`src/rtl/core/fftm_pkg.sv`:
```
// ----------------------------------------------------------------------------
// fftm_pkg: shared definitions of the FFT magnitude spectrum core
// Sizes, opcodes, sequencer states, twiddle table builder and datapath helpers.
// ----------------------------------------------------------------------------
package fftm_pkg;

    localparam int POINTS       = 1024;
    localparam int LOG_POINTS   = 10;
    localparam int SAMPLE_BITS  = 16;
    localparam int TWIDDLE_BITS = 16;

    localparam int ADDR_W  = LOG_POINTS;
    localparam int HALF    = POINTS / 2;
    localparam int BF_W    = LOG_POINTS - 1;
    localparam int STAGE_W = 4;
    localparam int BIN_W   = 9;
    localparam int MAG_W   = 26;
    localparam int WORK_W  = 27;
    localparam int ENTRY_W = 2 * WORK_W;
    localparam int PROD_W  = 2 * WORK_W;
    localparam int TR_W    = WORK_W + 2;
    localparam int SQ_IN_W = 2 * MAG_W;
    localparam int SQ_ITER = MAG_W;
    localparam int SQ_CNT_W = 5;

    // Twiddle table: one octant, cos and sin of 2*pi*k/POINTS for k in 0..POINTS/8
    localparam int OCT     = POINTS / 8;
    localparam int QUART   = POINTS / 4;
    localparam int OCT_W   = 8;
    localparam int TWF_W   = TWIDDLE_BITS - 1;

    localparam logic signed [TR_W:0] WORK_LIMIT =
        (TR_W+1)'(longint'(POINTS) << (SAMPLE_BITS - 1));
    localparam logic [MAG_W-1:0] MAG_CAP = MAG_W'(longint'(POINTS) << (SAMPLE_BITS - 1));

    localparam longint unsigned PI_Q60 = 64'h3243F6A8885A308D;

    typedef enum logic {
        OP_LOAD = 1'b0,
        OP_READ = 1'b1
    } op_t;

    typedef enum logic [4:0] {
        ST_IDLE,
        ST_PAD,
        ST_BR_R0,
        ST_BR_R1,
        ST_BR_W0,
        ST_BR_W1,
        ST_BF_RDB,
        ST_BF_RDA,
        ST_BF_M0,
        ST_BF_M1,
        ST_BF_M2,
        ST_BF_M3,
        ST_BF_M4,
        ST_BF_WA,
        ST_BF_WB,
        ST_RD_ADDR,
        ST_RD_DATA,
        ST_SQ0,
        ST_SQ1,
        ST_SQ2,
        ST_SQ_WAIT,
        ST_OUT
    } state_t;

    typedef logic [2*TWF_W-1:0] tw_word_t;
    typedef tw_word_t tw_tab_t [OCT+1];

    function automatic logic [TWF_W-1:0] quant_tw(longint unsigned q30);
        longint unsigned v;
        longint unsigned mx;
        v  = (q30 + (64'd1 << (30 - TWF_W - 1))) >> (30 - TWF_W);
        mx = (64'd1 << TWF_W) - 64'd1;
        if (v > mx)
        begin
            v = mx;
        end
        return TWF_W'(v);
    endfunction

    // Taylor series in Q30, seven terms each, packed as {cos, sin}
    function automatic tw_word_t eval_octant(int k);
        longint unsigned theta;
        longint unsigned x;
        longint unsigned x2;
        longint unsigned tc;
        longint unsigned ts;
        longint unsigned sc;
        longint unsigned ss;
        theta = (PI_Q60 >> (LOG_POINTS - 1)) * longint'(k);
        x  = (theta + (64'd1 << 29)) >> 30;
        x2 = (x * x) >> 30;
        tc = 64'd1 << 30;
        ts = x;
        sc = tc;
        ss = ts;
        tc = ((tc * x2) >> 30) / 2;   ts = ((ts * x2) >> 30) / 6;
        sc = sc - tc;                 ss = ss - ts;
        tc = ((tc * x2) >> 30) / 12;  ts = ((ts * x2) >> 30) / 20;
        sc = sc + tc;                 ss = ss + ts;
        tc = ((tc * x2) >> 30) / 30;  ts = ((ts * x2) >> 30) / 42;
        sc = sc - tc;                 ss = ss - ts;
        tc = ((tc * x2) >> 30) / 56;  ts = ((ts * x2) >> 30) / 72;
        sc = sc + tc;                 ss = ss + ts;
        tc = ((tc * x2) >> 30) / 90;  ts = ((ts * x2) >> 30) / 110;
        sc = sc - tc;                 ss = ss - ts;
        tc = ((tc * x2) >> 30) / 132; ts = ((ts * x2) >> 30) / 156;
        sc = sc + tc;                 ss = ss + ts;
        return {quant_tw(sc), quant_tw(ss)};
    endfunction

    function automatic tw_tab_t build_tw_tab();
        tw_tab_t tab;
        for (int k = 0; k <= OCT; k++)
        begin
            tab[k] = eval_octant(k);
        end
        return tab;
    endfunction

    function automatic logic [ADDR_W-1:0] bit_rev(logic [ADDR_W-1:0] v);
        logic [ADDR_W-1:0] r;
        for (int i = 0; i < ADDR_W; i++)
        begin
            r[i] = v[ADDR_W-1-i];
        end
        return r;
    endfunction

    function automatic logic signed [WORK_W-1:0] sat_work(logic signed [TR_W:0] v);
        logic signed [WORK_W-1:0] r;
        if (v > WORK_LIMIT)
        begin
            r = WORK_W'(WORK_LIMIT);
        end
        else if (v < -WORK_LIMIT)
        begin
            r = WORK_W'(-WORK_LIMIT);
        end
        else
        begin
            r = v[WORK_W-1:0];
        end
        return r;
    endfunction

    // floor((v + half LSB) / 2^(TWIDDLE_BITS-1))
    function automatic logic signed [TR_W-1:0] round_scale(logic signed [PROD_W:0] v);
        logic signed [PROD_W:0] t;
        t = v + (PROD_W+1)'(longint'(1) << (TWIDDLE_BITS - 2));
        t = t >>> TWF_W;
        return t[TR_W-1:0];
    endfunction

endpackage

```
`src/rtl/core/fftm_isqrt.sv`:
```
// ----------------------------------------------------------------------------
// fftm_isqrt: iterative integer square root
// Digit-by-digit, one result bit per cycle; floor of the square root.
// ----------------------------------------------------------------------------
module fftm_isqrt (
    input  logic                             clk,
    input  logic                             rst_n,
    input  logic                             start,
    input  logic [fftm_pkg::SQ_IN_W-1:0]     value,
    output logic                             done,
    output logic [fftm_pkg::MAG_W-1:0]       root
);
    import fftm_pkg::*;

    logic                busy_reg;
    logic                busy_next;
    logic                done_reg;
    logic                done_next;
    logic [SQ_CNT_W-1:0] cnt_reg;
    logic [SQ_CNT_W-1:0] cnt_next;
    logic [SQ_IN_W-1:0]  rem_reg;
    logic [SQ_IN_W-1:0]  rem_next;
    logic [SQ_IN_W-1:0]  res_reg;
    logic [SQ_IN_W-1:0]  res_next;
    logic [SQ_IN_W-1:0]  bit_reg;
    logic [SQ_IN_W-1:0]  bit_next;
    logic [SQ_IN_W-1:0]  trial;

    always_comb
    begin
        busy_next = busy_reg;
        done_next = 1'b0;
        cnt_next  = cnt_reg;
        rem_next  = rem_reg;
        res_next  = res_reg;
        bit_next  = bit_reg;
        trial     = res_reg + bit_reg;
        if (start)
        begin
            busy_next = 1'b1;
            cnt_next  = '0;
            rem_next  = value;
            res_next  = '0;
            bit_next  = SQ_IN_W'(1) << (SQ_IN_W - 2);
        end
        else if (busy_reg)
        begin
            if (rem_reg >= trial)
            begin
                rem_next = rem_reg - trial;
                res_next = (res_reg >> 1) + bit_reg;
            end
            else
            begin
                res_next = res_reg >> 1;
            end
            bit_next = bit_reg >> 2;
            cnt_next = cnt_reg + 1'b1;
            if (cnt_reg == SQ_CNT_W'(SQ_ITER - 1))
            begin
                busy_next = 1'b0;
                done_next = 1'b1;
            end
        end
    end

    always_ff @(posedge clk or negedge rst_n)
    begin
        if (!rst_n)
        begin
            busy_reg <= 1'b0;
            done_reg <= 1'b0;
            cnt_reg  <= '0;
        end
        else
        begin
            busy_reg <= busy_next;
            done_reg <= done_next;
            cnt_reg  <= cnt_next;
        end
    end

    always_ff @(posedge clk)
    begin
        rem_reg <= rem_next;
        res_reg <= res_next;
        bit_reg <= bit_next;
    end

    assign done = done_reg;
    assign root = res_reg[MAG_W-1:0];

endmodule

```
`config.mk`:
```
export PLATFORM = sky130hd
export DESIGN_NAME = fftm_isqrt
export DESIGN_NICKNAME = d
export VERILOG_FILES = /design/src/rtl/core/fftm_pkg.sv /design/src/rtl/core/fftm_isqrt.sv
export SDC_FILE = /design/constraint.sdc
export NUM_CORES = 1
export LEC_CHECK = 0
export ABC_CLOCK_PERIOD_IN_PS = 9100
export BUFFER_PORTS_ARGS = -buffer_cell sky130_fd_sc_hd__buf_2
export CORE_ASPECT_RATIO = 2
export CORE_UTILIZATION = 57
export CTS_CLUSTER_SIZE = 8
export DETAILED_ROUTE_END_ITERATION = 7
export GPL_TIMING_DRIVEN = 0
export PLACE_DENSITY = 0.78
export SETUP_SLACK_MARGIN = 0.5
export SLEW_MARGIN = 20
export SYNTH_ARGS = -nofsm -noshare
export SYNTH_HDL_FRONTEND = slang
export SYNTH_SLANG_ARGS = --single-unit
```
`constraint.sdc`:
```
create_clock -name clk -period 9.1 [get_ports clk]
set_input_delay 0.91 -clock clk [delete_from_list [all_inputs] [get_ports clk]]
set_output_delay 0.91 -clock clk [all_outputs]
set_load 0.005 [all_outputs]
```
==> results.txt <==
Iter 0 DRT Violations: 1047
Initial antenna violation count: 0
Remaining DRCs: 0
CP Data Arrival Time: 7.26 ns
Post-synth EDFFs: 52
R2R cell count: 23
Synth Area in XOR/XNOR: 0.0888
Top Usage Layer GRT: met2
Die W: 106 microns
Setup TNS: 0 ns
Compound-cell area share of the yosys netlist: 0.259
Yosys warns: 0
Largest net degree at the start of global routing: 23
Vias in the first global route: 12500
Post-Place Setup Slack: 2.23 ns
Total die area: 22400 sq um
Final setup skew: 0.0171 ns
Mux contribution to synthesized area: 0.0352
Post-synth design cell area: 12400 sq um
Post-synthesis sequential area ratio: 0.265
Top_reg_cell synth: dfxtp_1
Setup Viol. Count Final: 0
Nets: 1829
Slew HR: 0.144
Global-route wire length before repair: 64900 microns
# rows: 76
RSZ-0062 raised after global routing: no
Commonest non-fill, non-tap cell in the layout: nand2_1
Met3 Use GR: 0.0725
Initial Util: 0.578
Area share of and/or/nand/nor cells after synthesis: 0.185
Synth Register Bits: 137
FMAX: 141 MHz
Peak supply drop: 0.242 mV
Synth Instances: 1564
Highest-delay cell along the critical path: o21ai_4
Latest clock arrival within the worst-skew pair: 0.46 ns
Mean post-synth cell area: 7.94 sq um
Max clock buf depth: 2
IO Pins: 82
Post-Synth Adder-Cell Area: 0.110
Util after Layout: 0.648
Worst R2R End: rem_reg[26]
Final wirelength: 42500 microns
Total CTS buffers: 17
Period utilization: 0.780
Post-CTS resize count: 0
Share of layout cells above drive strength 1: 0.120
# diodes: 0
Worst-margin pin slew: 1.25 ns
Global routing usage on met2: 0.681
HP Class: in2async
Clock root buffer: clkbuf_16
Core area: 21500 sq um
Final worst slack: 2.00 ns
Vias per std cell: 6.43
Tmin final: 7.10 ns
GPL Wtd Cong: 0.962
Net Count, Synth: 1728
Crit path launch type: register
Clk sinks: 137
Pins over their slew limit: 0
Tot GR Track Use: 0.386
Worst setup EP type: register
Met1 Use GR: 0.379
Cts hold-fix bufs: 0
CTS tree: yes
Routed Antenna Nets: 0
Clk slew on worst S/H paths: 0.06 ns
Detail Placement HPWL: 32500 microns
Power per cell area: 332 nW/um^2
H-Tree Level Count: 4
Total vias in the final route: 12500
Status: finished clean
R2R setup slack: 2.00 ns
Largest family of logic cells by synthesized area: compound AO/OA/AOI/OAI gates
Area grow syn2layout: 12.0%
Critical Path RT: 9.26 ns
Crit Path Class: reg2reg
Worst r2r src: res_reg[4]
LEAKAGE: 0.00579 uW
Fraction of registers with async set/reset: 0.0511
Port Buffers: 80
Critical Path End: rem_reg[26]
WL/cell: 21.8 microns
Post-CTS setup buffers: 0
CP startpoint: res_reg[4]
Max Cap Viol: 0
Peak fanout along the critical path: 22
Count of distinct cell types in the synthesized netlist: 80
Final Hold Vio Count: 0
Die Height: 211 microns
CP max stage delay: 0.65 ns
Remaining Overflow, GRT: 0
CP cell instances: ha_1 > a211oi_1 > a211oi_1 > a311o_1 > o21ai_1 > a21oi_1 > nand4_1 > a21oi_1 > nand2_1 > o21ai_0 > xnor2_1 > ha_1 > clkbuf_1 > nand4_1 > or2_1 > nor4_2 > and4_1 > a2111o_1 > a31oi_2 > buf_4 > buf_6 > o21ai_4 > buf_16
Commonest non-fill, non-tap cells in the layout: nand2_1, nor2_1, o21ai_0, ha_1, buf_2
First-pass iteration count of the detailed router: 5
-- through the flow --
stage / hold WS [ns] / cells / power (uW) / cell area, sq um
final: 0.273 / 1951 / 4620 / 13900
after global routing: 0.270 / 1951 / 4890 / 13900
after CTS: 0.269 / 1951 / 4560 / 13900
after detailed placement: 0.510 / 1919 / 3730 / 13200
after global placement: 0.500 / 1917 / 3680 / 13200
after floorplan: 0.478 / 1564 / 2990 / 12400
-- cell type report --
class	instances	area (sq um)
multi-input cells	1281	8450
fillers	1989	7570
flip-flops and latches	137	3300
plain buffers	112	569
clock buffers	21	504
repair buffers	82	455
well taps	273	342
clock inverters	11	178
inverters	34	128
-- Yosys cell counts, types with 6 or more instances --
cell,count,area share
clkbuf_1,61,0.018
a311oi_1,15,0.011
nor2b_1,12,0.0060
xor2_1,62,0.044
nor4_1,6,0.0030
a211oi_1,33,0.020
a31o_2,9,0.0063
xnor2_1,64,0.045
o21bai_1,12,0.0073
mux2i_1,37,0.030
and2_1,8,0.0040
buf_4,29,0.018
nand3_1,25,0.010
o31a_1,7,0.0049
and3_1,12,0.0060
o21a_1,12,0.0073
o31ai_1,10,0.0060
nor2_1,174,0.053
a21oi_1,87,0.035
nand4_1,34,0.017
or2_2,7,0.0035
a21o_1,29,0.018
nand2_1,191,0.058
inv_1,34,0.010
buf_2,12,0.0048
a31oi_1,45,0.023
nor3_1,16,0.0064
dfrtp_1,7,0.014
o21ai_0,144,0.058
o21ai_1,6,0.0024
edfxtp_1,52,0.13
mux2_2,6,0.0054
dfxtp_1,78,0.13
or3_1,14,0.0070
ha_1,108,0.11
a221oi_1,12,0.0085
-- where the power goes --
part           leakage (uW)  internal, uW  switching (uW)  total, uW
sequential          0.00126           883             136       1020
clock              0.000334           511             304        814
combinational       0.00419          1060            1730       2790
total               0.00579          2450            2170       4620
-- logic make-up after synthesis --
| kind of cell | after synthesis |
|---|---|
| muxes | 43 |
| and+or+nand+nor | 515 |
| buffers and inverters | 146 |
| adders and majority gates | 109 |
| AOI/OAI and AO/OA | 488 |
| DFF | 137 |
| xor gates and xnor gates | 126 |
-- worst max-delay path, delay by kind of cell, from the launching register on --
kind,cells,cell delay [ns]
AO/OA/AOI/OAI,10,3.14
adder cells (fa/ha/maj),2,0.70
buffers and inverters,4,1.04
XOR/XNOR,1,0.11
AND/OR/NAND/NOR,6,1.37
flip-flops,1,0.40
-- layer usage --
| layer | part of all wire | up-vias |
|---|---|---|
| met3 | 0.056 | 211 |
| met2 | 0.50 | 527 |
| met5 | 0 | - |
| met4 | 0.095 | 0 |
| li1 | - | 5929 |
| met1 | 0.35 | 5869 |
-- how the worst min path moves through the flow --
stage                       endpoint  slack, ns  cells after the start       start
after floorplan           res_reg[0]       0.48                      2  res_reg[0]
after global placement    res_reg[0]       0.50                      2  res_reg[0]
after detailed placement  res_reg[0]       0.51                      2  res_reg[0]
after CTS                       done       0.27                      1       rst_n
after global routing        busy_reg       0.27                      1       rst_n
final                       busy_reg       0.27                      1       rst_n
(Power assumes the default switching activity.)
